`src/rtl/core/assert_macros.svh`:
```
// Assertion macros used by the back end of the divisor table.
`ifndef ASSERT_MACROS_SVH
`define ASSERT_MACROS_SVH

// Property checked on every rising edge of clk, off while arst_n is low.
`define ASSERT_CLK(label, prop) \
	label: assert property (@(posedge clk) disable iff (!arst_n) prop) \
		else $error("divisor table assertion failed");

// Condition that must never be seen.
`define ASSERT_NEVER(label, expr) `ASSERT_CLK(label, !(expr))

`endif

```
`src/rtl/core/mdt_ram.sv`:
```
// Generic single-port RAM with registered read.
`default_nettype none
module mdt_ram #(
	parameter int WIDTH = 8,
	parameter int DEPTH = 16
) (
	input  wire logic                     clk,
	input  wire logic                     we,
	input  wire logic [$clog2(DEPTH)-1:0] addr,
	input  wire logic [WIDTH-1:0]         wdata,
	output      logic [WIDTH-1:0]         rdata
);
	logic [WIDTH-1:0] mem_q [DEPTH];

	always_ff @(posedge clk) begin
		if (we) mem_q[addr] <= wdata;
		rdata <= mem_q[addr];
	end
endmodule
`default_nettype wire

```
`config.mk`:
```
export PLATFORM = sky130hd
export DESIGN_NAME = mdt_ram
export DESIGN_NICKNAME = d
export VERILOG_FILES = /design/src/rtl/core/assert_macros.svh /design/src/rtl/core/mdt_ram.sv
export SDC_FILE = /design/constraint.sdc
export NUM_CORES = 1
export LEC_CHECK = 0
export BUFFER_PORTS_ARGS = -buffer_cell sky130_fd_sc_hd__buf_2
export CAP_MARGIN = 30
export CORE_AREA = 2 2 163 101
export CTS_CLUSTER_DIAMETER = 100
export DETAILED_ROUTE_END_ITERATION = 12
export DIE_AREA = 0 0 165 103
export PLACE_DENSITY = 0.57
export SYNTH_ARGS = -nofsm -noshare
export SYNTH_HDL_FRONTEND = slang
export SYNTH_SLANG_ARGS = --single-unit
```
`constraint.sdc`:
```
create_clock -name clk -period 2.3 [get_ports clk]
set_clock_uncertainty 0.05 [all_clocks]
set_input_delay 0.345 -clock clk [delete_from_list [all_inputs] [get_ports clk]]
set_output_delay 0.345 -clock clk [all_outputs]
set_load 0.005 [all_outputs]
```
# After elaboration in Yosys (flattened, before gate mapping)
# Memory sizes are Yosys's and may differ from the RTL's. A register that Yosys moved wholly into a read port is not among the register bits.
# Cells that the tools add are included.
# word_totals
latch_bits,0
in_bits,14
rom_bits,0
regBits,0
out_inout_bits,8
wordCells,3
ramBits,128
mem_count,1
# memory_table
name,depth,width,rd,rd_ports_with_merged_regs,wr,line_no,text
mem_q,16,8,1,1,1,mdt_ram.sv:13,logic [WIDTH-1:0] mem_q [DEPTH];
# classes
div_mod_pow,0
mux,2
n_shift,0
n_addsub,0
n_eq_ne,0
n_lt_le_gt_ge,0
n_bitwise,0
reduce_logical,0
n_mul,0
# ops
cell,n
1-bit 2-to-1 mux,2

# Logic depth before layout (Yosys ltp)
# depth
depth_word,2
depth_mapped,5
mapped_depth_nobuf,3

# Worst setup path after synthesis
# Ideal clock, no wire load.
# synth_path
path_type,input to register
start,in addr[2]
end,mem mem_q[0][0] (enable)
stages,2
path_slack_ps,412
t_required_ps,1867
t_arrival_ps,1455
setup_time_ps,383
n_path_buf,0
cell_sequence,or3b_2 -> nor3_1
# synth_rtl
item,line_no,text
from (decl),mdt_ram.sv:9,"input wire logic [$clog2(DEPTH)-1:0] addr,"
to (decl),mdt_ram.sv:13,
# Straight into the memory's write port.

==> summary.md <==
| Metric | Value |
|---|---|
| Reg2Reg Launch Point | mem_q[2][4]$_DFFE_PP_ |
| Clock Tree Root | clkbuf_16 |
| Detailed Routing Iterations Pass 1 | 5 |
| P&R area growth vs syn | 22.2% |
| Largest net degree at the start of global routing | 24 |
| Yosys warnings | 0 |
| Max Cap Violations | 0 |
| Cells after synthesis | 230 |
| Syn avg cell area | 22.0 um2 |
| Hold EP | mem_q[6][3]$_DFFE_PP_ |
| Antenna violations before repair | 1 |
| Outcome | finished clean |
| Die width | 165 um |
| Port bufs | 21 |
| Hold buffers post-CTS | 0 |
| Fin. max-slew vios | 0 |
| Die H | 103 um |
| CP arrival | 1680 ps |
| RSZ-0062 raised after global routing | false |
| Routed len/inst | 20.5 um |
| Die area | 0.0170 mm2 |
| CP Launch Type | flip-flop |
| FMAX | 695 MHz |
| Power Internal | 0.00454 W |
| Setup TNS | 0 ps |
| Slew @ Worst Pin | 482 ps |
| Synthesized area | 0.00507 mm2 |
| PD cells | 920 mW/mm2 |
| Comb pwr share | 0.046 |
| Post-CTS resize count | 0 |
| Final ANT Viol Nets | 0 |
| Post-CTS Setup Bufs | 0 |
| Reg2reg path depth | 3 |
| Max VDD drop | 0.000399 V |
| I/O pins | 22 |
| Number of global-route vias before repair | 2,569 |
| First-pass GRT wire length | 16,000 um |
| Placed instance count | 476 |
| Final hold vios | 0 |
| Hold path cells | 1 |
| Worst Hold Slack | 264 ps |
| Hold Crit Class | primary input to flip-flop |
| Seq pwr share | 0.490 |
| Crit Path Class | flip-flop to flip-flop |
| CTS tree | done |
| Relative slew slack | 0.679 |
| Most frequent cells in the layout | edfxtp_1 (128), mux4_2 (32), buf_4 (25), buf_2 (21), clkbuf_16 (17) |
| Clk Latency, worst-skew pair | 420 ps |
| Commonest non-fill, non-tap cell in the layout | edfxtp_1 |
| Worst-path clk slew | 60 ps |
| Number of filler cells placed in the layout | 1,379 |
| Drt initial violations | 175 |
| Sw Share | 0.203 |
| Post-Layout Cell Count | 509 |
| Dpl hpwl | 6910 um |
| P_sw | 0.00116 W |
| Clock sinks | 136 |
| Rows | 36 |
| CP Capture Type | flip-flop |
| Total CTS buffers | 17 |
| Placer congestion estimate | 0.742 |
| Power, Total | 0.00570 W |
| Gr usage total | 0.139 |
| Clk network pwr share | 0.464 |
| Final Cycle Share | 0.626 |
| Core area | 0.0157 mm2 |
| DR vias/cell | 4.71 |
| Syn_nets | 244 |
| Fin crit period | 1440 ps |
| Worst R2R Setup Slack | 860 ps |
| DR vias | 2,399 |
| Crit-path max FO | 1 |
| Gr ovfl total | 0 |
| Leakage | 2.04 nW |
| Worst EP required | 2540 ps |
| Share of layout cells above drive strength 1 | 0.371 |
| Max Root-Sink Buffers | 2 |
| Sequential share of the synthesized area | 0.790 |
| Residual DRC count | 0 |
| Hold Startpoint | wdata[3] |
| Seq cells post-synth | 136 |
| FF-to-FF End | rdata[4]$_DFF_P_ |
| Distinct cells, synth | 18 |
| Final WL | 10,400 um |
| Initial Util | 0.322 |
| Nets@finish | 300 |
| H-Tree Level Count | 4 |
| Setup-failing EPs final | 0 |
cell type report:
| class | instances | area [um2] | area share |
|---|---|---|---|
| repair buffers | 48 | 333 | 0.0538 |
| diodes | 1 | 2.50 | 0.000404 |
| clock buffers | 21 | 460 | 0.0744 |
| clock inverters | 11 | 126 | 0.0204 |
| well taps | 209 | 262 | 0.0422 |
| flip-flops and latches | 136 | 4000 | 0.647 |
| multi-input cells | 83 | 1000 | 0.162 |
cell usage after synthesis, drive strengths merged:
cell type,n,share of area
buf,8,0.0094
nor2b,2,0.0025
or3b,1,0.0017
nand2b,2,0.0025
clkbuf,3,0.0025
edfxtp,128,0.76
a22oi,16,0.024
nand2,9,0.0067
nand3,1,0.00099
nor2,13,0.0096
dfxtp,8,0.032
nand3b,2,0.0030
nor3,4,0.0040
and2,1,0.0012
mux4,32,0.14
worst max-delay path: stages (launching register included):
cell and delay (ps):
edfxtp_1 370, mux4_2 460, a22oi_1 320, nand2_1 110
worst max-delay path by stage:
stage                                startpoint               endpoint  slack, ps
after floorplan                         addr[2]  mem_q[0][0]$_DFFE_PP_        410
after detailed placement                addr[0]       rdata[2]$_DFF_P_        420
after global routing      mem_q[2][4]$_DFFE_PP_       rdata[4]$_DFF_P_        810
after CTS                 mem_q[2][4]$_DFFE_PP_       rdata[4]$_DFF_P_        850
final                     mem_q[2][4]$_DFFE_PP_       rdata[4]$_DFF_P_        860
after global placement                  addr[0]       rdata[2]$_DFF_P_        440
per-stage QoR:
step / utilization / cell area, um2 / worst slack (ps)
5_1_grt: 0.394 / 6190 / 805
3_5_place_dp: 0.356 / 5600 / 416
6_report: 0.394 / 6190 / 861
2_1_floorplan: - / 5070 / 412
4_1_cts: 0.394 / 6190 / 854
3_3_place_gp: 0.356 / 5600 / 436
sequential cells by signal, indices dropped and copies added, names as in the netlist:
register	cells
rdata	8
mem_q	128
logic make-up after synthesis:
logic type	share of synthesized area
flip-flops	0.790
AND/OR/NAND/NOR	0.0321
multiplexers	0.142
AO/OA/AOI/OAI	0.0237
buffers and inverters	0.0119
power by group through the flow:
stage | Clock (W) | Combinational [W] | Sequential (W)
6_report | 0.00264 | 0.000264 | 0.00279
5_1_grt | 0.00281 | 0.000288 | 0.00279
4_1_cts | 0.00270 | 0.000270 | 0.00279
3_5_place_dp | 0 | 0.000270 | 0.00284
3_3_place_gp | 0 | 0.000264 | 0.00284
2_1_floorplan | 0 | 0.000143 | 0.00284
routing by layer:
layer / vias to the layer above / track usage / routed length, um
li1: 1077 / - / -
met1: 1272 / 0.203 / 5220
met2: 40 / 0.194 / 4520
met3: 10 / 0.0434 / 575
met4: 0 / 0.0542 / 111
met5: - / 0 / 0
No activity file was read; power rests on OpenSTA's default activity.
