File: src/rtl/core/assert_macros.svh
// Assertion macros used by the back end of the divisor table.
`ifndef ASSERT_MACROS_SVH
`define ASSERT_MACROS_SVH

// Property checked on every rising edge of clk, off while arst_n is low.
`define ASSERT_CLK(label, prop) \
	label: assert property (@(posedge clk) disable iff (!arst_n) prop) \
		else $error("divisor table assertion failed");

// Condition that must never be seen.
`define ASSERT_NEVER(label, expr) `ASSERT_CLK(label, !(expr))

`endif

File: src/rtl/core/mdt_pkg.sv
// Types, constants and compare functions of the monomial divisor table.
`default_nettype none
package mdt_pkg;
	localparam int TABLE_ENTRIES = 256;
	localparam int MAX_VARS      = 8;
	localparam int MAX_MATCHES   = 32;

	localparam int EXP_W    = 16;
	localparam int COMP_W   = 4;
	localparam int ID_W     = 16;
	localparam int LIMIT_W  = 6;
	localparam int VC_W     = 4;
	localparam int NUM_EXPS = 8;
	localparam logic [VC_W-1:0] VC_RESET = 4'd8;

	localparam int IDX_W    = $clog2(TABLE_ENTRIES);
	localparam int CNT_W    = IDX_W + 1;
	localparam int NMATCH_W = $clog2(MAX_MATCHES + 1);

	// input beat layout
	localparam int IN_COMP_LSB  = 0;
	localparam int IN_ID_LSB    = IN_COMP_LSB + COMP_W;
	localparam int IN_LIMIT_LSB = IN_ID_LSB + ID_W;
	localparam int IN_EXP_LSB   = IN_LIMIT_LSB + LIMIT_W;
	localparam int IN_BITS      = IN_EXP_LSB + NUM_EXPS * EXP_W;
	localparam int IN_DATA_W    = ((IN_BITS + 7) / 8) * 8;
	localparam int IN_USER_W    = 2;

	// output beat layout
	localparam int OUT_DATA_W  = ID_W;
	localparam int OUT_USER_W  = 3;
	localparam int USER_FOUND  = 0;
	localparam int USER_STATUS = 1;
	localparam int USER_TRUNC  = 2;

	localparam int QUEUE_DEPTH = 2;
	localparam int QPTR_W      = $clog2(QUEUE_DEPTH);
	localparam int QFILL_W     = $clog2(QUEUE_DEPTH + 1);

	typedef enum logic [1:0] {
		CMD_INSERT = 2'd0,
		CMD_FIRST  = 2'd1,
		CMD_ALL    = 2'd2,
		CMD_EXACT  = 2'd3
	} cmd_t;

	typedef enum logic [2:0] {
		B_IDLE,
		B_START,
		B_CACHE,
		B_SCAN,
		B_FLUSH
	} back_state_t;

	typedef logic [MAX_VARS-1:0][EXP_W-1:0] exps_t;

	typedef struct packed {
		cmd_t                cmd;
		logic [COMP_W-1:0]   comp;
		logic [ID_W-1:0]     id;
		logic [NMATCH_W-1:0] lim;
		logic                capped;
		exps_t               exps;
	} item_t;

	typedef struct packed {
		logic [ID_W-1:0]   value;
		logic [COMP_W-1:0] comp;
		exps_t             exps;
	} row_t;

	localparam int ROW_W = $bits(row_t);

	function automatic logic [MAX_VARS-1:0] var_mask(input logic [VC_W-1:0] vc);
		logic [MAX_VARS-1:0] m;
		for (int v = 0; v < MAX_VARS; v++) begin
			m[v] = (int'(vc) > v);
		end
		return m;
	endfunction

	function automatic logic divides(input exps_t e, input exps_t q,
			input logic [MAX_VARS-1:0] m);
		logic ok;
		ok = 1'b1;
		for (int v = 0; v < MAX_VARS; v++) begin
			if (m[v] && (e[v] > q[v])) ok = 1'b0;
		end
		return ok;
	endfunction

	function automatic logic equals(input exps_t e, input exps_t q,
			input logic [MAX_VARS-1:0] m);
		logic ok;
		ok = 1'b1;
		for (int v = 0; v < MAX_VARS; v++) begin
			if (m[v] && (e[v] != q[v])) ok = 1'b0;
		end
		return ok;
	endfunction
endpackage
`default_nettype wire

File: src/rtl/core/mdt_front.sv
// Front end: takes input beats, decodes them and queues them for the scanner.
`default_nettype none
module mdt_front
	import mdt_pkg::*;
(
	input  wire logic                 clk,
	input  wire logic                 arst_n,
	input  wire logic                 s_tvalid,
	output      logic                 s_tready,
	input  wire logic [IN_DATA_W-1:0] s_tdata,
	input  wire logic [IN_USER_W-1:0] s_tuser,
	output      logic                 q_valid,
	input  wire logic                 q_pop,
	output      item_t                q_item
);
	item_t              slot_q [QUEUE_DEPTH];
	logic [QPTR_W-1:0]  wr_ptr_q, rd_ptr_q;
	logic [QFILL_W-1:0] fill_q;
	item_t              dec;
	logic [LIMIT_W-1:0] lim_in;
	logic               push, pop;

	always_comb begin
		lim_in     = s_tdata[IN_LIMIT_LSB +: LIMIT_W];
		dec.cmd    = cmd_t'(s_tuser);
		dec.comp   = s_tdata[IN_COMP_LSB +: COMP_W];
		dec.id     = s_tdata[IN_ID_LSB +: ID_W];
		// no limit, or anything above the cap, means the cap
		dec.capped = (lim_in == '0) || (int'(lim_in) > MAX_MATCHES);
		dec.lim    = dec.capped ? NMATCH_W'(MAX_MATCHES) : NMATCH_W'(lim_in);
		for (int v = 0; v < MAX_VARS; v++) begin
			dec.exps[v] = s_tdata[IN_EXP_LSB + v * EXP_W +: EXP_W];
		end
	end

	assign s_tready = (fill_q != QFILL_W'(QUEUE_DEPTH));
	assign q_valid  = (fill_q != '0);
	assign q_item   = slot_q[rd_ptr_q];
	assign push     = s_tvalid && s_tready;
	assign pop      = q_pop && q_valid;

	always_ff @(posedge clk) begin
		if (push) slot_q[wr_ptr_q] <= dec;
	end

	always_ff @(posedge clk or negedge arst_n) begin
		if (!arst_n) begin
			wr_ptr_q <= '0;
			rd_ptr_q <= '0;
			fill_q   <= '0;
		end else begin
			if (push) begin
				wr_ptr_q <= (wr_ptr_q == QPTR_W'(QUEUE_DEPTH - 1)) ? '0 : wr_ptr_q + 1'b1;
			end
			if (pop) begin
				rd_ptr_q <= (rd_ptr_q == QPTR_W'(QUEUE_DEPTH - 1)) ? '0 : rd_ptr_q + 1'b1;
			end
			if (push && !pop) fill_q <= fill_q + 1'b1;
			else if (pop && !push) fill_q <= fill_q - 1'b1;
		end
	end
endmodule
`default_nettype wire

File: config.mk
export PLATFORM = sky130hd
export DESIGN_NAME = mdt_front
export DESIGN_NICKNAME = d
export VERILOG_FILES = /design/src/rtl/core/assert_macros.svh /design/src/rtl/core/mdt_pkg.sv /design/src/rtl/core/mdt_front.sv
export SDC_FILE = /design/constraint.sdc
export NUM_CORES = 1
export LEC_CHECK = 0
export ABC_AREA = 0
export BUFFER_PORTS_ARGS = -buffer_cell sky130_fd_sc_hd__buf_2
export CAP_MARGIN = 10
export CORE_AREA = 2 2 195 178
export CTS_BUF_LIST = sky130_fd_sc_hd__clkbuf_8
export CTS_CLUSTER_DIAMETER = 150
export DETAILED_ROUTE_END_ITERATION = 10
export DIE_AREA = 0 0 197 180
export PLACE_DENSITY = 0.61
export SLEW_MARGIN = 15
export SYNTH_ARGS = -nofsm -noshare
export SYNTH_HDL_FRONTEND = slang
export SYNTH_SLANG_ARGS = --single-unit
File: constraint.sdc
create_clock -name clk -period 7.2 [get_ports clk]
set_clock_uncertainty 0.15 [all_clocks]
set_input_delay 0.36 -clock clk [delete_from_list [all_inputs] [get_ports clk]]
set_output_delay 0.36 -clock clk [all_outputs]
set_load 0.01 [all_outputs]
=== Word-level counts from Yosys, hierarchy flattened ===
Memory sizes are Yosys's and may differ from the RTL's.
Index checks and enable logic that the tools add are counted.

* Bitwise logic cells: 0
* Equal/unequal tests: 1
* Shift-type cells: 0
* Multipliers: 0
* Divide/modulo/power cells: 0
* Add/subtract/negate cells: 4
* Multiplexer cells: 7
* Reductions and logical operators: 10
* Order comparisons: 1

{| class="wikitable"
|+ Operators by type and width
! kind !! number
|-
| $gt 6x6->1 const B || 1
|-
| $logic_not 6->1 || 1
|-
| $mux 6 || 1
|-
| $logic_and 1x1->1 || 4
|-
| $mux 1 || 4
|-
| $mux 2 || 2
|-
| $reduce_bool 2->1 || 2
|-
| $add 1x1->1 const B || 2
|-
| $add 2x1->2 const B || 1
|-
| $logic_not 1->1 || 2
|-
| $ne 2x2->1 const B || 1
|-
| $sub 2x1->2 const B || 1
|-
| $logic_or 1x1->1 || 1
|}

* Bits of input ports: 166
* Register bits: 4
* Memories kept: 1
* Output and inout port bits: 159
* RAM bits: 314
* Word-level logic and storage cells: 27
* ROM bits: 0
* Latch bits: 0

{| class="wikitable"
|+ Memory list
! memory !! words !! bits a word !! read ports !! clocked after Yosys merged registers in !! wr ports !! line !! RTL
|-
| slot_q || 2 || 157 || 1 || 0 || 1 || mdt_front.sv:16 || <nowiki>item_t slot_q [QUEUE_DEPTH];</nowiki>
|}

=== Depth between registers and ports, before layout ===
Gate-level depths: netlist of run 1.

* Word-level depth: 6
* Depth in mapped cells: 7
* Gate-level depth less buffers: 7

=== Worst setup path after synthesis of run 1 ===
OpenSTA, ideal clock, no wires.

* Path kind: reg-to-reg
* From: register fill_q[0]
* To: memory slot_q[0][0] (netlist name) (enable)
* Clock period less this slack: 8,041 ps
* Path buffers: 0
* Slack: -841 ps
* Stages on the path, launching flop included: 4
* Data arrival time: 7,216 ps
* Setup time: 676 ps
* Data required time: 6,374 ps
* Path through: dfrtp_1 nand2b_1 nand2_1 nor2_1

* Cells in the longest elaborated chain, start to end: 4

{| class="wikitable"
|+ Ends and longest elaborated chain
! what !! line !! RTL
|-
| from (decl) || mdt_front.sv:18 || <nowiki>logic [QFILL_W-1:0] fill_q;</nowiki>
|-
| from (signal assigned) || mdt_front.sv:58 || <nowiki>if (push && !pop) fill_q <= fill_q + 1'b1;</nowiki>
|-
| from (signal assigned) || mdt_front.sv:59 || <nowiki>else if (pop && !push) fill_q <= fill_q - 1'b1;</nowiki>
|-
| $ne 2x2->1 || mdt_front.sv:36 || <nowiki>assign s_tready = (fill_q != QFILL_W'(QUEUE_DEPTH));</nowiki>
|-
| net s_tready || mdt_front.sv:9 || <nowiki>output logic s_tready,</nowiki>
|-
| $logic_and 1x1->1 || mdt_front.sv:39 || <nowiki>assign push = s_tvalid && s_tready;</nowiki>
|-
| $mux 1 || mdt_front.sv:43 || <nowiki>if (push) slot_q[wr_ptr_q] <= dec;</nowiki>
|-
| $mux 1 (not written as such) || mdt_front.sv:43 ||
|-
| to (decl) || mdt_front.sv:16 ||
|}

The timed path passes the listed nets, and every way through them passes these cells.

==> results of run 1 <==
==> worst register-to-register path: stages, from the launching register on <==
cell and delay, ns:
dfrtp_1 0.41, nand2b_1 0.17, nand2_1 0.14, nor2_4 0.49
buf_4 0.43, buf_4 0.72
==> power groups by stage <==
stage	Clock, mW	Sequential, mW	Combinational [mW]
after detailed placement	0	2.70	1.71
after CTS	1.46	2.67	1.79
final	1.40	2.66	1.76
after floorplan	0	2.69	1.11
after global routing	1.54	2.70	1.90
after global placement	0	2.68	1.71
==> path summary, 6_finish.rpt <==
| check | from | end | depth (start not counted) |
|---|---|---|---|
| worst max-delay path | rd_ptr_q | q_item[104] | 3 |
| worst min-delay path | s_tdata[109] | slot_q[1][83] | 2 |
| worst max register to register | fill_q[0] | slot_q[0][104] | 5 |
| worst min register to register | fill_q[1] | fill_q[1] | 1 |
| max in group asynchronous | arst_n | rd_ptr_q | 3 |
| min in group asynchronous | arst_n | wr_ptr_q | 3 |
==> layout make-up <==
type	instances	area, um2	share of cell area (%)
clock buffer	53	729	4.51
sequential	318	9530	58.9
clock inverter	41	185	1.14
multi-input combinational	179	1930	12.0
timing repair buffer	486	3260	20.1
tap	429	537	3.32
inverter	1	3.75	0.0232
==> sequential cells by signal, indices dropped and copies added, names as in the netlist <==
register and cells:
slot_q 314, fill_q 2, rd_ptr_q 1, wr_ptr_q 1
==> cell families after synthesis <==
group | Yosys count | share of synthesized area, %
fa+ha+maj | 1 | 0.108
buf+inv | 19 | 1.13
xor+xnor | 6 | 0.454
flops | 318 | 82.3
simple gates | 15 | 0.767
mux | 157 | 15.3
==> synth_stat cells <==
cell      count
and3_1        1
buf_2         6
buf_4        10
buf_6         2
dfrtp_1       4
edfxtp_1    314
ha_1          1
inv_1         1
mux2_1       11
mux2_2      146
nand2_1       2
nand2b_1      1
nor2_1        2
nor2_2        1
nor2b_1       5
or2_2         2
or4_4         1
xnor2_1       3
xor2_1        3
==> metrics by stage <==
step                power, mW  instance area (um2)  hold slack, ns  instances
CTS                      5.91                16200           0.293       1507
detailed placement       4.41                13700          0.0231       1252
global route             6.14                16200           0.311       1507
finish                   5.82                16200           0.361       1507
floorplan                3.80                11600         -0.0856        516
global placement         4.39                13700          0.0217       1252
==> metal layers <==
layer	share of wire, %	vias to the layer above	global-route usage, %
met3	8.1	71	5.12
met4	3.2	0	5.71
met2	49	243	24.0
met5	0	-	0
met1	39	3237	15.9
li1	-	3108	-
==> timing repair <==
action                                 CTS  global route
hold buffers                           161             0
resized for setup                        0             0
endpoints found under the hold margin  320             0
buffers inserted                         0             0
setup endpoints to repair                0             0
==> results.sh, run 1 <==
export IMPL_power_density_nw_per_um2=359
export IMPL_seq_power_share_pct=45.8
export IMPL_path_class="reg -> out"
export IMPL_synth_largest_area_cell="edfxtp_1"
export IMPL_cts_max_level=2
export IMPL_die_area_um2=35500
export IMPL_yosysSeqAreaShare_pct=82.3
export IMPL_slowest_delay_ns=0.77
export IMPL_vias_per_cell=4.42
export IMPL_endpoint_kind="primary output"
export IMPL_post_dp_hpwl_um=14400
export IMPL_drt_initial_drc_count=212
export IMPL_relSlewSlack_pct=39.0
export IMPL_grt_ovfl_total=0
export IMPL_irDropWorstVdd_v=0.000224
export IMPL_nets=1205
export IMPL_diodes=0
export IMPL_worst_slack_ns=3.93
export IMPL_io_pins=325
export IMPL_gp_congestion=0.707
export IMPL_final_layout_size_suffix_gt1_share_pct=49.7
export IMPL_ys_types=19
export IMPL_yosysWarnings=0
export IMPL_worstPathRequired_ns=6.69
export IMPL_critPathLaunchType="flop"
export IMPL_synth_cells=516
export IMPL_swShare_pct=30.4
export IMPL_num_fill_cells=2872
export IMPL_finalCritPeriodShare_pct=45.5
export IMPL_maxCapViolations=0
export IMPL_syn_nets=683
export IMPL_grt_max_degree=63
export IMPL_crit_fanout=62
export IMPL_p_comb_share_pct=30.2
export IMPL_final_hold_viol_count=0
export IMPL_drc_errors=0
export IMPL_clockBufferDepth=3
export IMPL_die_y_um=180
export IMPL_cts_tree="done"
export IMPL_finalMaxSlewViolations=0
export IMPL_cts_clk_slew_worst_paths_ns=0.06
export IMPL_die_w_um=197
export IMPL_ant_nets=0
export IMPL_hp_class="in -> reg"
export IMPL_path_buf_inv=2
export IMPL_core_area_um2=33500
export IMPL_pre_cts_ws_ns=4.21
export IMPL_syn_avg_cell_area_um2=22.4
export IMPL_root_buffer="clkbuf_8"
export IMPL_vias=6659
export IMPL_fin_util_pct=48.3
export IMPL_p_clk_share_pct=24.0
export IMPL_cts_buffers=52
export IMPL_dr_pass1_iters=4
export IMPL_ys_ff_latch=318
export IMPL_routed_wl_um=25500
export IMPL_final_cell_mix="buf_2, edfxtp_1, dlygate4sd3_1"
export IMPL_syn_area_um2=11600
export IMPL_fmax_mhz=305
export IMPL_cpLargestDelayFamily="buffers and inverters"
export IMPL_internal_power_mw=4.05
export IMPL_clock_sinks=318
export IMPL_min_period_ns=3.27
export IMPL_yosysTopAreaCellShare_pct=81.4
export IMPL_setup_violations=0
export IMPL_switchingPower_mw=1.77
export IMPL_grt_use_total_pct=14.0
export IMPL_tns_ns=0
export IMPL_rsz0062_at_grt="no"
export IMPL_mostFrequentLayoutCell="buf_2"
export IMPL_run_status="completed"
export IMPL_max_slew_worst_pin_slew_ns=0.915
export IMPL_rrSetupSlack_ns=4.26
export IMPL_insertion_delay_ns=0.56
export IMPL_worstPathArrival_ns=2.76
export IMPL_antenna_found_initial=0
export IMPL_crit_slowest_cell="dfrtp_4"
export IMPL_grt_pass1_vias=7389
export IMPL_port_buffers=318
export IMPL_placementRows=64
export IMPL_initial_utilization_pct=34.6
export IMPL_ys_top_cells_by_area="edfxtp_1, mux2_2, mux2_1, dfrtp_1, buf_4"
export IMPL_grt_first_pass_wirelength_um=38700
export IMPL_post_drt_wl_per_cell_um=16.9
export IMPL_syn_to_final_growth_pct=39.7
export IMPL_power_leakage_nw=6.15
export IMPL_path_cells="buf_4 > mux2_2 > buf_2"
Note: power is estimated with default switching activity, not from simulation.
==> run 2, diff against run 1 <==
==> constraint.sdc (replaced) <==
create_clock -name clk -period 2.9 [get_ports clk]
set_clock_uncertainty 0.15 [all_clocks]
set_input_delay 0.145 -clock clk [delete_from_list [all_inputs] [get_ports clk]]
set_output_delay 0.145 -clock clk [all_outputs]
set_load 0.01 [all_outputs]
==> run 2 against run 1 <==
Compared with the run above: utilization grew 0.28 points; die area is the same; power grew 150%; sequential share of layout area shrank 0.34 points; critical path depth is the same; worst hold slack lost 0.21 ns; via count shrank 0.63%; largest power group unchanged.
==> results.sh, run 2 (synthesized netlist as in run 1, its figures left out) <==
export IMPL_run_status="completed"
export IMPL_setup_violations=0
export IMPL_worst_slack_ns=0.368
export IMPL_gr_usage_met1_pct=16.2
export IMPL_grt_use_total_pct=14.0
export IMPL_die_y_um=180
export IMPL_min_to="slot_q[1][154]"
export IMPL_dr_pass1_iters=4
export IMPL_die_area_um2=35500
export IMPL_final_cell_mix="buf_2, edfxtp_1, dlygate4sd3_1"
export IMPL_busiest_layer="met2"
export IMPL_core_area_um2=33500
export IMPL_r2r_start="fill_q[0]"
export IMPL_worstPathRequired_ns=2.61
export IMPL_endpoint_kind="primary output"
export IMPL_insertion_delay_ns=0.55
export IMPL_gp_congestion=0.728
export IMPL_min_period_ns=2.53
export IMPL_finalMaxSlewViolations=0
export IMPL_final_hold_viol_count=0
export IMPL_io_pins=325
export IMPL_antenna_found_initial=0
export IMPL_syn_to_final_growth_pct=40.5
export IMPL_regMostFlops="slot_q"
export IMPL_post_cts_setup_buffers=0
export IMPL_post_dp_hpwl_um=14900
export IMPL_min_from="s_tdata[3]"
export IMPL_vias=6617
export IMPL_rsz0062_at_grt="no"
export IMPL_rrSetupSlack_ns=1.02
export IMPL_placementRows=64
export IMPL_holdPathStages=2
export IMPL_grt_use_met3_pct=4.67
export IMPL_largestRegisters="slot_q: 314 flops, fill_q: 2 flops"
export IMPL_critPathLaunchType="flop"
export IMPL_irDropWorstVdd_v=0.000517
export IMPL_drc_errors=0
export IMPL_power_leakage_nw=6.18
export IMPL_port_buffers=318
export IMPL_clockBufferDepth=3
export IMPL_cts_tree="done"
export IMPL_worstPathArrival_ns=2.24
export IMPL_placedCellCount=1254
export IMPL_initial_utilization_pct=34.6
export IMPL_path_class="reg -> out"
export IMPL_cts_buffers=52
export IMPL_routed_wl_um=25200
export IMPL_cts_clk_slew_worst_paths_ns=0.06
export IMPL_post_drt_wl_per_cell_um=16.7
export IMPL_relSlewSlack_pct=61.3
export IMPL_vias_per_cell=4.40
export IMPL_die_w_um=197
export IMPL_grt_max_degree=95
export IMPL_clock_sinks=318
export IMPL_ant_nets=0
export IMPL_r2r_end="slot_q[1][119]"
export IMPL_crit_fanout=41
export IMPL_largest_reg_flops=314
export IMPL_mostFrequentLayoutCell="buf_2"
export IMPL_drt_initial_drc_count=186
export IMPL_holdBufCountCts=162
export IMPL_cts_max_level=2
export IMPL_power_density_nw_per_um2=889
export IMPL_grt_ovfl_total=0
export IMPL_finalCritPeriodShare_pct=87.3
export IMPL_maxCapViolations=0
export IMPL_max_slew_worst_pin_slew_ns=0.581
export IMPL_grt_first_pass_wirelength_um=38900
export IMPL_final_layout_size_suffix_gt1_share_pct=50.3
export IMPL_fmax_mhz=395
export IMPL_post_cts_resized=0
export IMPL_root_buffer="clkbuf_8"
export IMPL_nets=1208
export IMPL_fin_cells=1504
export IMPL_diodes=0
export IMPL_ff2ff_path_depth=3
export IMPL_pre_cts_ws_ns=0.901
export IMPL_hp_class="in -> reg"
export IMPL_grt_pass1_vias=7369
export IMPL_setup_worst_path_start="rd_ptr_q"
export IMPL_grt_use_met2_pct=23.8
## run 2: cell type report
| type | instances | area (um2) |
|---|---|---|
| flip-flops and latches | 318 | 9530 |
| clock inverters | 35 | 139 |
| inverters | 1 | 3.75 |
| well taps | 429 | 537 |
| multi-input cells | 179 | 1950 |
| fillers | 2803 | 17200 |
| clock buffers | 53 | 729 |
| repair buffers | 489 | 3380 |
## run 2: stage by stage
step / power [mW] / hold slack [ns] / cell area [um2] / TNS (ns) / utilization (%)
floorplan: 9.36 / -0.301 / 11600 / -128.91 / -
global placement: 11.1 / -0.192 / 13800 / 0 / 41.2
detailed placement: 11.1 / -0.192 / 13800 / 0 / 41.2
CTS: 14.7 / 0.0833 / 16300 / 0 / 48.6
global route: 15.3 / 0.0990 / 16300 / 0 / 48.6
finish: 14.5 / 0.154 / 16300 / 0 / 48.6
## run 2: critical path, cell delays in order (launching register included)
cell,delay (ns)
dfrtp_4,0.80
buf_12,0.32
mux2_2,0.37
buf_2,0.15
## run 2: worst max path at each step
stage                        end  slack [ns]  depth (start not counted)
floorplan           slot_q[0][0]       -0.61                          3
CTS                    q_item[7]        0.25                          3
finish               q_item[113]        0.37                          3
global placement       q_item[7]        0.90                          3
global route           q_item[7]        0.20                          3
detailed placement     q_item[7]        0.90                          3
## run 2: power by group
group	internal, mW	switching (mW)	leakage, nW
clock	1.68	1.65	0.518
combinational	2.12	2.40	2.70
sequential	6.28	0.327	2.96
total	10.1	4.38	6.18
## run 2: routing by layer
metal	wire, um	up-vias
li1	-	3100
met1	9940	3208
met2	12500	239
met3	1900	70
met4	854	0
met5	0	-
