## config.mk

```make
export PLATFORM = sky130hd
export DESIGN_NAME = mdt_back
export DESIGN_NICKNAME = d
export VERILOG_FILES = /design/src/rtl/core/mdt_pkg.sv /design/src/rtl/core/mdt_back.sv
export VERILOG_INCLUDE_DIRS = /design/src /design/src/rtl/core
export SDC_FILE = /design/constraint.sdc
export NUM_CORES = 1
export LEC_CHECK = 0
export ABC_AREA = 1
export BUFFER_PORTS_ARGS = -buffer_cell sky130_fd_sc_hd__buf_2
export CAP_MARGIN = 20
export CORE_AREA = 3 3 190 192
export CTS_CLUSTER_DIAMETER = 120
export DETAILED_ROUTE_END_ITERATION = 10
export DIE_AREA = 0 0 193 195
export GPL_ROUTABILITY_DRIVEN = 0
export PLACE_DENSITY = 0.74
export SYNTH_ARGS = -nofsm -noshare
export SYNTH_HDL_FRONTEND = slang
export SYNTH_SLANG_ARGS = --single-unit
```

## constraint.sdc

```tcl
create_clock -name clk -period 14 [get_ports clk]
set_input_delay 2.1 -clock clk [delete_from_list [all_inputs] [get_ports clk]]
set_output_delay 2.1 -clock clk [all_outputs]
set_load 0.05 [all_outputs]
```

## src/rtl/core/assert_macros.svh

```systemverilog
// Assertion macros used by the back end of the divisor table.
`ifndef ASSERT_MACROS_SVH
`define ASSERT_MACROS_SVH

// Property checked on every rising edge of clk, off while arst_n is low.
`define ASSERT_CLK(label, prop) \
	label: assert property (@(posedge clk) disable iff (!arst_n) prop) \
		else $error("divisor table assertion failed");

// Condition that must never be seen.
`define ASSERT_NEVER(label, expr) `ASSERT_CLK(label, !(expr))

`endif

```

## src/rtl/core/mdt_pkg.sv

```systemverilog
// Types, constants and compare functions of the monomial divisor table.
`default_nettype none
package mdt_pkg;
	localparam int TABLE_ENTRIES = 256;
	localparam int MAX_VARS      = 8;
	localparam int MAX_MATCHES   = 32;

	localparam int EXP_W    = 16;
	localparam int COMP_W   = 4;
	localparam int ID_W     = 16;
	localparam int LIMIT_W  = 6;
	localparam int VC_W     = 4;
	localparam int NUM_EXPS = 8;
	localparam logic [VC_W-1:0] VC_RESET = 4'd8;

	localparam int IDX_W    = $clog2(TABLE_ENTRIES);
	localparam int CNT_W    = IDX_W + 1;
	localparam int NMATCH_W = $clog2(MAX_MATCHES + 1);

	// input beat layout
	localparam int IN_COMP_LSB  = 0;
	localparam int IN_ID_LSB    = IN_COMP_LSB + COMP_W;
	localparam int IN_LIMIT_LSB = IN_ID_LSB + ID_W;
	localparam int IN_EXP_LSB   = IN_LIMIT_LSB + LIMIT_W;
	localparam int IN_BITS      = IN_EXP_LSB + NUM_EXPS * EXP_W;
	localparam int IN_DATA_W    = ((IN_BITS + 7) / 8) * 8;
	localparam int IN_USER_W    = 2;

	// output beat layout
	localparam int OUT_DATA_W  = ID_W;
	localparam int OUT_USER_W  = 3;
	localparam int USER_FOUND  = 0;
	localparam int USER_STATUS = 1;
	localparam int USER_TRUNC  = 2;

	localparam int QUEUE_DEPTH = 2;
	localparam int QPTR_W      = $clog2(QUEUE_DEPTH);
	localparam int QFILL_W     = $clog2(QUEUE_DEPTH + 1);

	typedef enum logic [1:0] {
		CMD_INSERT = 2'd0,
		CMD_FIRST  = 2'd1,
		CMD_ALL    = 2'd2,
		CMD_EXACT  = 2'd3
	} cmd_t;

	typedef enum logic [2:0] {
		B_IDLE,
		B_START,
		B_CACHE,
		B_SCAN,
		B_FLUSH
	} back_state_t;

	typedef logic [MAX_VARS-1:0][EXP_W-1:0] exps_t;

	typedef struct packed {
		cmd_t                cmd;
		logic [COMP_W-1:0]   comp;
		logic [ID_W-1:0]     id;
		logic [NMATCH_W-1:0] lim;
		logic                capped;
		exps_t               exps;
	} item_t;

	typedef struct packed {
		logic [ID_W-1:0]   value;
		logic [COMP_W-1:0] comp;
		exps_t             exps;
	} row_t;

	localparam int ROW_W = $bits(row_t);

	function automatic logic [MAX_VARS-1:0] var_mask(input logic [VC_W-1:0] vc);
		logic [MAX_VARS-1:0] m;
		for (int v = 0; v < MAX_VARS; v++) begin
			m[v] = (int'(vc) > v);
		end
		return m;
	endfunction

	function automatic logic divides(input exps_t e, input exps_t q,
			input logic [MAX_VARS-1:0] m);
		logic ok;
		ok = 1'b1;
		for (int v = 0; v < MAX_VARS; v++) begin
			if (m[v] && (e[v] > q[v])) ok = 1'b0;
		end
		return ok;
	endfunction

	function automatic logic equals(input exps_t e, input exps_t q,
			input logic [MAX_VARS-1:0] m);
		logic ok;
		ok = 1'b1;
		for (int v = 0; v < MAX_VARS; v++) begin
			if (m[v] && (e[v] != q[v])) ok = 1'b0;
		end
		return ok;
	endfunction
endpackage
`default_nettype wire

```

## src/rtl/core/mdt_back.sv

```systemverilog
// Back end: insert, cache probe and table scan, with the output register.
`default_nettype none
`include "assert_macros.svh"
module mdt_back
	import mdt_pkg::*;
(
	input  wire logic                  clk,
	input  wire logic                  arst_n,
	input  wire logic [VC_W-1:0]       var_count,
	input  wire logic                  q_valid,
	output      logic                  q_pop,
	input  wire item_t                 q_item,
	output      logic                  ram_we,
	output      logic [IDX_W-1:0]      ram_addr,
	output      logic [ROW_W-1:0]      ram_wdata,
	input  wire logic [ROW_W-1:0]      ram_rdata,
	output      logic                  m_tvalid,
	input  wire logic                  m_tready,
	output      logic [OUT_DATA_W-1:0] m_tdata,
	output      logic [OUT_USER_W-1:0] m_tuser,
	output      logic                  m_tlast
);
	back_state_t         state_q, state_d;
	item_t               cur_q, cur_d;
	logic [CNT_W-1:0]    count_q, count_d;
	logic [IDX_W-1:0]    cache_idx_q, cache_idx_d;
	logic [COMP_W-1:0]   cache_comp_q, cache_comp_d;
	logic                cache_vld_q, cache_vld_d;
	logic [CNT_W-1:0]    issue_q, issue_d;
	logic                cmp_vld_s1, cmp_vld_d;
	logic [IDX_W-1:0]    cmp_idx_s1, cmp_idx_d;
	logic [NMATCH_W-1:0] nmatch_q, nmatch_d;
	logic                hold_vld_q, hold_vld_d;
	logic [ID_W-1:0]     hold_id_q, hold_id_d;
	logic                trunc_q, trunc_d;

	logic                out_vld_q, out_found_q, out_status_q, out_trunc_q, out_last_q;
	logic [ID_W-1:0]     out_id_q;
	logic                emit, e_found, e_status, e_trunc, e_last;
	logic [ID_W-1:0]     e_id;

	row_t                row, wrow;
	logic [MAX_VARS-1:0] mask;
	logic                div_ok, eq_ok, hit, match, stall, out_free, cache_try;

	assign out_free = !out_vld_q || m_tready;
	assign row      = row_t'(ram_rdata);
	assign mask     = var_mask(var_count);
	assign div_ok   = divides(row.exps, cur_q.exps, mask);
	assign eq_ok    = equals(row.exps, cur_q.exps, mask);
	assign hit      = (row.comp == cur_q.comp) && ((cur_q.cmd == CMD_EXACT) ? eq_ok : div_ok);
	assign match    = cmp_vld_s1 && hit;
	assign stall    = match && ((cur_q.cmd == CMD_ALL) ? hold_vld_q : 1'b1) && !out_free;
	assign cache_try = cache_vld_q && (cache_comp_q == cur_q.comp)
		&& (CNT_W'(cache_idx_q) < count_q)
		&& ((cur_q.cmd == CMD_FIRST)
			|| ((cur_q.cmd == CMD_ALL) && (cur_q.lim == NMATCH_W'(1))));

	always_comb begin
		wrow.value = cur_q.id;
		wrow.comp  = cur_q.comp;
		wrow.exps  = cur_q.exps;
	end

	always_comb begin
		state_d      = state_q;
		cur_d        = cur_q;
		count_d      = count_q;
		cache_idx_d  = cache_idx_q;
		cache_comp_d = cache_comp_q;
		cache_vld_d  = cache_vld_q;
		issue_d      = issue_q;
		cmp_vld_d    = cmp_vld_s1;
		cmp_idx_d    = cmp_idx_s1;
		nmatch_d     = nmatch_q;
		hold_vld_d   = hold_vld_q;
		hold_id_d    = hold_id_q;
		trunc_d      = trunc_q;
		q_pop        = 1'b0;
		ram_we       = 1'b0;
		ram_addr     = issue_q[IDX_W-1:0];
		ram_wdata    = ROW_W'(wrow);
		emit         = 1'b0;
		e_found      = 1'b0;
		e_id         = '0;
		e_status     = 1'b0;
		e_trunc      = 1'b0;
		e_last       = 1'b1;

		case (state_q)
			B_IDLE: begin
				if (q_valid) begin
					q_pop   = 1'b1;
					cur_d   = q_item;
					state_d = B_START;
				end
			end
			B_START: begin
				issue_d    = '0;
				cmp_vld_d  = 1'b0;
				nmatch_d   = '0;
				hold_vld_d = 1'b0;
				trunc_d    = 1'b0;
				if (cur_q.cmd == CMD_INSERT) begin
					if (out_free) begin
						emit     = 1'b1;
						e_status = (count_q == CNT_W'(TABLE_ENTRIES));
						if (count_q != CNT_W'(TABLE_ENTRIES)) begin
							ram_we   = 1'b1;
							ram_addr = count_q[IDX_W-1:0];
							count_d  = count_q + 1'b1;
						end
						state_d = B_IDLE;
					end
				end else if (cache_try) begin
					ram_addr = cache_idx_q;
					state_d  = B_CACHE;
				end else begin
					state_d = B_SCAN;
				end
			end
			B_CACHE: begin
				// address held so the read data stays put while the output waits
				ram_addr = cache_idx_q;
				if (div_ok) begin
					if (out_free) begin
						emit    = 1'b1;
						e_found = 1'b1;
						e_id    = row.value;
						state_d = B_IDLE;
					end
				end else begin
					state_d = B_SCAN;
				end
			end
			B_SCAN: begin
				if (stall) begin
					// replay the entry under compare
					ram_addr = cmp_idx_s1;
				end else begin
					if (match && (cur_q.cmd != CMD_EXACT)) begin
						cache_idx_d  = cmp_idx_s1;
						cache_comp_d = cur_q.comp;
						cache_vld_d  = 1'b1;
					end
					if (match && (cur_q.cmd != CMD_ALL)) begin
						emit      = 1'b1;
						e_found   = 1'b1;
						e_id      = row.value;
						cmp_vld_d = 1'b0;
						state_d   = B_IDLE;
					end else if (match && ((nmatch_q + 1'b1) >= cur_q.lim)) begin
						emit       = hold_vld_q;
						e_found    = 1'b1;
						e_id       = hold_id_q;
						e_last     = 1'b0;
						hold_vld_d = 1'b1;
						hold_id_d  = row.value;
						nmatch_d   = nmatch_q + 1'b1;
						trunc_d    = cur_q.capped;
						cmp_vld_d  = 1'b0;
						state_d    = B_FLUSH;
					end else begin
						if (match) begin
							// previous match goes out, this one is held back
							emit       = hold_vld_q;
							e_found    = 1'b1;
							e_id       = hold_id_q;
							e_last     = 1'b0;
							hold_vld_d = 1'b1;
							hold_id_d  = row.value;
							nmatch_d   = nmatch_q + 1'b1;
						end
						if (issue_q < count_q) begin
							ram_addr  = issue_q[IDX_W-1:0];
							cmp_vld_d = 1'b1;
							cmp_idx_d = issue_q[IDX_W-1:0];
							issue_d   = issue_q + 1'b1;
						end else begin
							cmp_vld_d = 1'b0;
							if (!cmp_vld_s1) begin
								if (hold_vld_q) begin
									state_d = B_FLUSH;
								end else if (out_free) begin
									emit    = 1'b1;
									state_d = B_IDLE;
								end
							end
						end
					end
				end
			end
			B_FLUSH: begin
				if (out_free) begin
					emit       = 1'b1;
					e_found    = 1'b1;
					e_id       = hold_id_q;
					e_trunc    = trunc_q;
					hold_vld_d = 1'b0;
					state_d    = B_IDLE;
				end
			end
			default: begin
				state_d = B_IDLE;
			end
		endcase
	end

	always_ff @(posedge clk or negedge arst_n) begin
		if (!arst_n) begin
			state_q      <= B_IDLE;
			count_q      <= '0;
			cache_idx_q  <= '0;
			cache_comp_q <= '0;
			cache_vld_q  <= 1'b0;
			cmp_vld_s1   <= 1'b0;
			hold_vld_q   <= 1'b0;
			out_vld_q    <= 1'b0;
		end else begin
			state_q      <= state_d;
			count_q      <= count_d;
			cache_idx_q  <= cache_idx_d;
			cache_comp_q <= cache_comp_d;
			cache_vld_q  <= cache_vld_d;
			cmp_vld_s1   <= cmp_vld_d;
			hold_vld_q   <= hold_vld_d;
			if (emit) out_vld_q <= 1'b1;
			else if (m_tready) out_vld_q <= 1'b0;
		end
	end

	always_ff @(posedge clk) begin
		cur_q      <= cur_d;
		issue_q    <= issue_d;
		cmp_idx_s1 <= cmp_idx_d;
		nmatch_q   <= nmatch_d;
		hold_id_q  <= hold_id_d;
		trunc_q    <= trunc_d;
		if (emit) begin
			out_found_q  <= e_found;
			out_id_q     <= e_id;
			out_status_q <= e_status;
			out_trunc_q  <= e_trunc;
			out_last_q   <= e_last;
		end
	end

	assign m_tvalid = out_vld_q;
	assign m_tdata  = out_id_q;
	assign m_tlast  = out_last_q;
	always_comb begin
		m_tuser              = '0;
		m_tuser[USER_FOUND]  = out_found_q;
		m_tuser[USER_STATUS] = out_status_q;
		m_tuser[USER_TRUNC]  = out_trunc_q;
	end

	`ASSERT_CLK(a_insert_grows, ram_we |=> (count_q == $past(count_q) + 1'b1))
	`ASSERT_CLK(a_cache_in_table, cache_vld_q |-> (CNT_W'(cache_idx_q) < count_q))
	`ASSERT_CLK(a_refused_alone, (out_vld_q && out_status_q) |-> (!out_found_q && out_last_q))
	`ASSERT_NEVER(a_hold_only_all, hold_vld_q && (cur_q.cmd != CMD_ALL))
endmodule
`default_nettype wire

```

# Yosys cells after proc, flatten, opt, wreduce, memory -nomap -nowiden
# Cells that the tools add are included.
dict set report op_classes {
  add_sub_neg 3
  mul 0
  div_mod_pow 0
  order_cmp 19
  eq_ne 32
  shifts 0
  muxes 98
  bitwise 4
  n_reduce_logical 51
}
# cell count
set ops {}
lappend ops {{$mux 16} 9}
lappend ops {{$gt 16x16->1} 8}
lappend ops {{$ne 16x16->1} 8}
lappend ops {{$mux 1} 56}
lappend ops {{$pmux 16 s3} 1}
lappend ops {{$mux 8} 5}
lappend ops {{$mux 9} 4}
lappend ops {{$mux 3} 10}
lappend ops {{$logic_and 1x1->1} 27}
lappend ops {{$mux 6} 4}
lappend ops {{$pmux 8 s3} 1}
lappend ops {{$reduce_and 4->1} 5}
lappend ops {{$add 9x1->9 const B} 2}
lappend ops {{$ne 2x2->1 const B} 9}
lappend ops {{$pmux 9 s2} 1}
lappend ops {{$gt 4x3->1 const B} 4}
lappend ops {{$pmux 3 s5} 1}
lappend ops {{$reduce_and 5->1} 3}
lappend ops {{$pmux 6 s2} 1}
lappend ops {{$eq 9x9->1 const B} 1}
lappend ops {{$lt 8x9->1} 1}
lappend ops {{$lt 9x9->1} 1}
lappend ops {{$ne 9x9->1 const B} 1}
lappend ops {{$eq 4x4->1} 2}
lappend ops {{other kinds (25)} 42}
dict set report word_totals {
  regBits 245
  latchBits 0
  ram_bits 0
  romBits 0
  output_inout_bits 179
  elab_cells 238
  n_memories 0
}

# Logic depth before layout (Yosys ltp)
# Gate-level depths: netlist of the first run.
dict set report logic_depth {
  word_depth 23
  depth_mapped 25
  ltp_nobuf 24
}

# Worst setup path before layout of the first run
# OpenSTA, ideal clock, no wires.
dict set report synth_timing {
  path_kind {input-to-output}
  startpoint {input q_valid}
  endpoint {output q_pop}
  arrival_ps 9196
  slack_ps 2704
  cell_stages 2
  cell_sequence {inv_1 -> nor2_1}
}
dict set report synth_between {
  elab_chain_cells 2
}
# item line
set synth_rtl {}
lappend synth_rtl {{start: declaration} mdt_back.sv:10} ;# input wire logic q_valid,
lappend synth_rtl {{$mux 1} mdt_back.sv:92} ;# if (q_valid) begin
lappend synth_rtl {{$mux 1} mdt_back.sv:90} ;# case (state_q)
lappend synth_rtl {{end: declaration} mdt_back.sv:11} ;# output logic q_pop,
# Every way passes these cells.

# Worst setup path after layout of the first run
dict set report layout_timing {
  startpoint {input ram_rdata[39]}
  endpoint {output ram_addr[5]}
}
dict set report layout_between {
  elab_chain_cells 15
  elab_cells_between_ends 23
  classes_between {order compare (1); eq/ne (1); mux (15); reduce/logical (6)}
}
# item line
set layout_rtl {}
lappend layout_rtl {{start: declaration} mdt_back.sv:16} ;# input wire logic [ROW_W-1:0] ram_rdata,
lappend layout_rtl {{$gt 16x16->1 or $ne 16x16->1 (tied branches)} {mdt_pkg.sv:87, mdt_pkg.sv:97}}
lappend layout_rtl {{$logic_and 1x1->1, on equally long branches} {mdt_pkg.sv:87, mdt_pkg.sv:97}}
lappend layout_rtl {{$mux 1, on equally long branches (6 in series)} {mdt_pkg.sv:87, mdt_pkg.sv:97}}
lappend layout_rtl {{$mux 1 *} mdt_back.sv:51} ;# assign hit = (row.comp == cur_q.comp) && ((cur_q.cmd == CMD_EXACT) ? eq_ok : div_ok);
lappend layout_rtl {{$logic_and 1x1->1 *} mdt_back.sv:51}
lappend layout_rtl {{$logic_and 1x1->1 *} mdt_back.sv:52} ;# assign match = cmp_vld_s1 && hit;
lappend layout_rtl {{$logic_and 1x1->1 * (2 in series)} mdt_back.sv:53} ;# assign stall = match && ((cur_q.cmd == CMD_ALL) ? hold_vld_q : 1'b1) && !out_free;
lappend layout_rtl {{$mux 8 *} mdt_back.sv:137} ;# if (stall) begin
lappend layout_rtl {{$pmux 8 s3 *} mdt_back.sv:90}
lappend layout_rtl {{end: declaration} mdt_back.sv:14} ;# output logic [IDX_W-1:0] ram_addr,
# Every way passes the cells marked *; elsewhere a longest branch is shown, timed or not.

==> metrics.csv, run 1 <==
stage;metric;value;unit
routing;drt_wl_total;43000;microns
clock_tree;cts_root_buffer;clkbuf_16;
clock_tree;clock_latency;0.55;ns
timing;finalSetupTns;0;ns
routing;drt.antenna.violating_nets;0;
floorplan;io_pins;492;
timing;finalSetupViolations;0;
synth;synth_warnings;0;
synth;yosys.area.top_type_share;0.451;
synth;yosysMostFrequentCell;nand2_1;
routing;wl_per_cell;18.3;microns
routing;post_drt_via_cell_ratio;4.96;
worst_hold_path;holdCritPathClass;reg2reg;
routing;firstDrtPassIters;5;
floorplan;core;34500;sq um
finish;fin_util;0.501;
timing;max_clock_freq;140;MHz
pwr;p_seq_frac;0.364;
grt;grt_pass1_wl;64200;microns
critical_path;path_class;in2out;
timing;maxSlewViolCount;0;
synth;ys.flop_type;edfxtp_1;
grt;grt_pass1_vias;11700;
critical_path;cp.arrival;5.06;ns
pwr;ir_drop;0.130;mV
clock_tree;cts.clk_slew.worst_paths;0.06;ns
routing;top_layer;met5;
routing;wl_met3;4200;microns
grt;grt_max_degree;74;
clock_tree;cts_inserted_buffers;29;
clock_tree;cts_sinks;245;
floorplan;start_util;0.419;
clock_tree;cts_buffer_depth;3;
timing;slew_headroom;0.309;
critical_path;cp_slowest_cell;nor2_4;
flow_run;drv_cap;0;
pwr;p_int;0.00174;W
synth;yosysSeqAreaShare;0.499;
grt;grt_util_all_layers;0.220;
routing;wl_met1;16500;microns
timing;rsz0062_at_grt;false;
finish;syn2layout_area_growth;19.6;%
floorplan;rows;68;
floorplan;dieArea;37600;sq um
clock_tree;post_cts_buffers;0;
synth;synth_seq_cells;245;
floorplan;fp.dieW;193;microns
run_status;status;finished, final reports clean;
finish;num-fill-cells;3190;
synth;synth_nets;1967;
grt;grt_overflow_total;0;
routing;remaining_drc_errors;0;
synth;synth_area_leaders;edfxtp_1 (45%), ha_1 (13%), nand2_1 (8.5%);
pwr;switching_share;0.426;
critical_path;path_cells;buf_2 -> ha_1 -> a21oi_1 -> o21a_1 -> nand2_1 -> nand2_1 -> nand2_1 -> nand2_1 -> nand2_1 -> nor2_1 -> nand2_1 -> nand2_4 -> nand4_4 -> nor2_4 -> nand2_1 -> nand2_1 -> nor2_1 -> nor2_1 -> buf_2;
placement;io_buffers;491;
clock_tree;cts_tree;yes;
critical_path;crit_path_end_kind;primary output;
critical_path;worstPathRequired;11.90;ns
synth;yosysTopAreaCell;edfxtp_1;
finish;final_cells;2344;
floorplan;die_h;195;microns
pwr;comb_power_share;0.385;
placement;dp_hpwl;34800;microns
pwr;p_clk_frac;0.251;
timing;period_needed;7.16;ns
synth;synth-edff-count;217;
clock_tree;hold_buffers;0;
critical_path;startpoint_type;input pin;
critical_path;critPathMaxFanout;11;
synth;syn_inst;1501;
routing;met2WireLength;20300;microns
synth;yosys.cell_types.count;47;
synth;synth.avg_cell_area;9.63;sq um
synth;ys_top_cells_by_count;nand2_1 (328), inv_1 (250), edfxtp_1 (217);
timing;finClkSkew;0.0135;ns
critical_path;cpMostUsedCell;nand2_1;
routing;vias;11600;
finish;nNetsFinal;2329;
placement;dp_cells;2287;
synth;async_flop_share;0.114;
clock_tree;htreeDepth;1;
synth;synthesis.area;14500;sq um
routing;drt_iter0_markers;747;
finish;drive_gt1_frac;0.299;
pwr;p_sw;0.00129;W
pwr;p_per_area;175;nW/um^2
grt;antenna_found_initial;7;
timing;worst_slew_pin_slew;1.03;ns
clock_tree;cts_resized;0;
pwr;cellLeakagePower;8.73;nW
timing;period_share;0.512;
critical_path;cpPeakStageDelay;0.36;ns
timing;final_hold_viol_count;0;
-- registers in the layout (all words and copies together) (netlist names), 3 cells and up --
signal / count
nmatch_q: 6
count_q: 9
m_tdata: 16
cur_q: 9
cmp_idx_s1: 8
ram_wdata: 148
cache_comp_q: 4
issue_q: 9
hold_id_q: 16
cache_idx_q: 8
state_q: 3
-- power by group through the flow --
stage	registers [W]	logic [W]	clock network (W)
after detailed placement	0.00112	0.00116	0
after CTS	0.00110	0.00117	0.000776
after floorplan	0.00115	0.000899	0
final	0.00110	0.00117	0.000759
after global routing	0.00112	0.00127	0.000805
after global placement	0.00111	0.00113	0
-- metal layers --
metal | vias to the layer above | track usage
li1 | 5515 | -
met1 | 5360 | 0.266
met2 | 620 | 0.370
met3 | 133 | 0.0575
met4 | 2 | 0.0954
met5 | - | 0
-- cells by family after synthesis --
| kind of cell | count (synthesis) | synth area share |
|---|---|---|
| buffers and inverters | 417 | 0.150 |
| adder cells (fa/ha/maj) | 153 | 0.132 |
| AND/OR/NAND/NOR | 507 | 0.147 |
| XOR/XNOR | 17 | 0.0103 |
| flip-flops | 245 | 0.499 |
| AO/OA/AOI/OAI | 162 | 0.0618 |
-- placed cells by master (no fill, tap or decap), drive strengths merged --
master / n
nand4: 25
diode: 6
nand3b: 2
ha: 153
o41ai: 1
o2111ai: 1
a31oi: 3
edfxtp: 217
o22ai: 1
xnor2: 3
nand3: 34
o21a: 5
buf: 495
o31ai: 1
o221ai: 2
nor3b: 2
nor3: 9
dfrtp: 28
o211ai: 3
clkinvlp: 5
or2: 1
clkbuf: 30
inv: 255
nand2: 333
o21ai: 53
bufinv: 3
nor2: 98
o21bai: 4
xor2: 14
clkinv: 11
a21oi: 85
nor4: 3
a21o: 3
-- worst max-delay path, delay by kind of cell --
family | cells | cell delay, ns
AOI/OAI and AO/OA | 2 | 0.50
buffers and inverters | 2 | 0.37
and+or+nand+nor | 14 | 1.81
adders and majority gates | 1 | 0.29
-- final timing paths --
check	start	depth (start not counted)	slack, ns	to
max	ram_rdata[39]	19	6.84	ram_addr[5]
min	cmp_idx_s1[3]$_DFFE_PP_	2	0.47	cache_idx_q[3]$_DFFE_PN0P_
max reg2reg	ram_wdata[39]$_DFFE_PP_	17	9.76	m_tdata[8]$_DFFE_PP_
min reg2reg	cmp_idx_s1[3]$_DFFE_PP_	2	0.47	cache_idx_q[3]$_DFFE_PN0P_
max in group asynchronous	arst_n	1	11.93	cache_comp_q[0]$_DFFE_PN0P_
min in group asynchronous	arst_n	1	1.60	count_q[1]$_DFFE_PN0P_
-- through the flow --
step	setup slack, ns	area (sq um)	power, W	hold WS (ns)
2_1_floorplan	2.70	14500	0.00204	0.440
3_3_place_gp	6.71	16300	0.00224	0.461
3_5_place_dp	6.71	16300	0.00227	0.455
4_1_cts	6.70	17300	0.00304	0.471
5_1_grt	6.52	17300	0.00320	0.500
6_report	6.84	17300	0.00303	0.469
-- layout make-up --
type,instances,area [sq um],area share
clock inverter,21,220,0.0127
inverter,253,951,0.0550
sequential,245,7220,0.417
multi-input combinational,839,5090,0.294
antenna,6,15.0,0.000868
timing repair buffer,495,2490,0.144
clock buffer,30,739,0.0428
tap,455,569,0.0329
(Power assumes the default switching activity.)
==> run 2, diff against run 1 <==
--- a/config.mk
+++ b/config.mk
@@ -9,12 +9,12 @@
 export ABC_AREA = 1
 export BUFFER_PORTS_ARGS = -buffer_cell sky130_fd_sc_hd__buf_2
 export CAP_MARGIN = 20
-export CORE_AREA = 3 3 190 192
+export CORE_AREA = 3 3 193 195
 export CTS_CLUSTER_DIAMETER = 120
 export DETAILED_ROUTE_END_ITERATION = 10
-export DIE_AREA = 0 0 193 195
+export DIE_AREA = 0 0 196 198
 export GPL_ROUTABILITY_DRIVEN = 0
-export PLACE_DENSITY = 0.74
+export PLACE_DENSITY = 0.75
 export SYNTH_ARGS = -nofsm -noshare
 export SYNTH_HDL_FRONTEND = slang
 export SYNTH_SLANG_ARGS = --single-unit
==> constraint.sdc (replaced) <==
create_clock -name clk -period 5.8 [get_ports clk]
set_input_delay 0.87 -clock clk [delete_from_list [all_inputs] [get_ports clk]]
set_output_delay 0.87 -clock clk [all_outputs]
set_load 0.05 [all_outputs]
==> run 2 against run 1 <==
  * Clock skew rose by 0.010 ns
  * Via count fell by 1.5%
  * Sequential share of layout area rose by 0.076 points
  * Sequential power rose by 140%
  * Critical path type is now reg2out
  * Highest routed layer unchanged
==> metrics.csv, run 2 (synthesis gave the netlist of run 1 again) <==
stage;metric;value;unit;change
grt;grt_pass1_vias;11600;;-1.2%
worst_hold_path;holdCritPathClass;in2async;;
critical_path;cp.arrival;3.82;ns;-1.24 ns
run_status;status;finished, final reports clean;;
pwr;p_seq_frac;0.369;;+0.005
clock_tree;hold_buffers;0;;unchanged
placement;dp_hpwl;33800;microns;-2.8%
timing;max_clock_freq;213;MHz;
clock_tree;htreeDepth;1;;unchanged
routing;drt_wl_total;41600;microns;-3.2%
flow_run;drv_cap;0;;unchanged
routing;vias;11500;;-1.5%
finish;nNetsFinal;2330;;+0.043%
floorplan;rows;69;;+1.5%
critical_path;crit_path_end_kind;primary output;;
timing;finClkSkew;0.0236;ns;+0.0101 ns
clock_tree;cts.clk_slew.worst_paths;0.06;ns;about the same
pwr;p_sw;0.00308;W;+140%
routing;drt_iter0_markers;626;;-16%
timing;period_share;0.809;;
pwr;finalPower;0.00721;W;+140%
timing;final_hold_viol_count;0;;unchanged
floorplan;io_pins;492;;unchanged
clock_tree;cts_sinks;245;;unchanged
finish;final_cells;2350;;+0.26%
clock_tree;cts_inserted_buffers;29;;unchanged
clock_tree;cts_tree;yes;;
critical_path;critPathMaxFanout;11;;unchanged
grt;grt_pass1_wl;62800;microns;-2.2%
floorplan;die_h;198;microns;+1.5%
placement;dp_cells;2294;;+0.31%
timing;finalSetupTns;0;ns;unchanged
finish;largest_reg_flops;148;;unchanged
routing;drt.antenna.violating_nets;0;;unchanged
critical_path;path_class;reg2out;;
pwr;cellLeakagePower;8.73;nW;about the same
grt;grt_overflow_total;0;;unchanged
pwr;p_clk_frac;0.243;;-0.008
timing;period_needed;4.69;ns;
floorplan;dieArea;38800;sq um;+3.1%
finish;final_cell_mix;buf_2 (491), nand2_1 (328), inv_1 (250), edfxtp_1 (217), ha_1 (153);;
clock_tree;cts_resized;0;;unchanged
critical_path;worstPathRequired;4.93;ns;-6.97 ns
timing;maxSlewViolCount;0;;unchanged
pwr;ir_drop;0.280;mV;+120%
placement;io_buffers;491;;unchanged
timing;hold_ws;0.343;ns;-0.126 ns
clock_tree;cts_root_buffer;clkbuf_16;;
finish;fin_util;0.485;;-0.0153
routing;post_drt_via_cell_ratio;4.88;;-1.7%
floorplan;fp.dieW;196;microns;+1.6%
timing;rsz0062_at_grt;false;;
pwr;p_int;0.00414;W;+140%
floorplan;core;35600;sq um;+3.0%
timing;finalSetupViolations;0;;unchanged
finish;num-fill-cells;3264;;+2.3%
grt;grt_max_degree;158;;+110%
routing;wl_per_cell;17.7;microns;-3.4%
finish;drive_gt1_frac;0.296;;-0.00328
grt;antenna_found_initial;4;;-3
finish;final_common_cell;buf_2;;
grt;grt_util_all_layers;0.206;;-0.0143
pwr;comb_power_share;0.388;;+0.003
routing;firstDrtPassIters;5;;unchanged
critical_path;startpoint_type;flop;;
clock_tree;clock_latency;0.58;ns;+0.03 ns
pwr;switching_share;0.427;;about the same
timing;worst_slew_pin_slew;1.07;ns;+0.0381 ns
clock_tree;cts_buffer_depth;3;;unchanged
pwr;p_per_area;418;nW/um^2;+140%
clock_tree;post_cts_buffers;0;;unchanged
timing;slew_headroom;0.283;;-0.0255
routing;remaining_drc_errors;0;;unchanged
floorplan;start_util;0.407;;-0.0121
finish;syn2layout_area_growth;19.3;%;
-- run 2: changes by cell type in the layout (fill, tap and decap cells not counted) --
cell and change:
clkinv_1 +6, clkinv_2 +4, clkinvlp_4 -4, diode_2 -4, clkbuf_1 +3, inv_6 -2
inv_8 -2, buf_12 +1, bufinv_16 -1, clkbuf_8 -1, clkinv_4 -1, inv_16 +1
-- run 2: final cells by class --
cell class	instances	area, sq um	share of cell area
Tap cell	461	577	0.0334
Timing Repair Buffer	496	2510	0.145
Multi-Input combinational cell	839	5090	0.295
Sequential cell	245	7220	0.418
Antenna cell	2	5.00	0.000290
Clock inverter	22	174	0.0101
Inverter	253	951	0.0551
Clock buffer	32	737	0.0427
-- run 2: per-layer routing --
layer	up-vias	share of wire	GRT usage	routed length, microns
met5	-	0.00026	0	11
met2	581	0.49	0.364	20300
met4	2	0.034	0.0742	1400
met1	5266	0.39	0.248	16100
li1	5521	-	-	-
met3	88	0.091	0.0449	3780
-- run 2: worst paths after layout --
check	from	end	slack, ns	cells past startpoint
max reg2reg	ram_wdata[69]$_DFFE_PP_	m_tdata[10]$_DFFE_PP_	2.35	18
min in group clk	q_item[70]	ram_wdata[70]$_DFFE_PP_	0.46	1
max in group asynchronous	arst_n	cache_comp_q[2]$_DFFE_PN0P_	4.99	1
min reg2reg	cmp_idx_s1[4]$_DFFE_PP_	cache_idx_q[4]$_DFFE_PN0P_	0.47	2
max	ram_wdata[69]$_DFFE_PP_	ram_addr[5]	1.11	17
min	arst_n	cache_idx_q[3]$_DFFE_PN0P_	0.34	1
-- run 2: power groups by stage --
stage / Combinational (W) / Clock [W] / Sequential, W
4_1_cts: 0.00281 / 0.00179 / 0.00266
3_5_place_dp: 0.00279 / 0 / 0.00269
3_3_place_gp: 0.00272 / 0 / 0.00268
2_1_floorplan: 0.00217 / 0 / 0.00271
5_1_grt: 0.00307 / 0.00186 / 0.00270
6_report: 0.00280 / 0.00175 / 0.00266
-- run 2: metrics by stage --
step	worst slack (ns)	area, sq um
floorplan	1.53	14500
global placement	1.17	16300
detailed placement	1.12	16300
CTS	1.05	17300
global route	0.799	17300
finish	1.11	17300
-- run 2: worst max-delay path, cell delays in order, from the launching register on --
cell and delay, ns:
edfxtp_1 0.35, inv_1 0.08, ha_1 0.30, nand2_1 0.05
nor2_1 0.16, nand4_1 0.17, o21ai_1 0.30, nand2_1 0.09
nor2_1 0.21, nand2_1 0.16, a21oi_4 0.23, nand4_4 0.25
nor2_4 0.35, nand2_1 0.09, nand2_1 0.07, nor2_1 0.04
nor2_1 0.07, buf_2 0.27
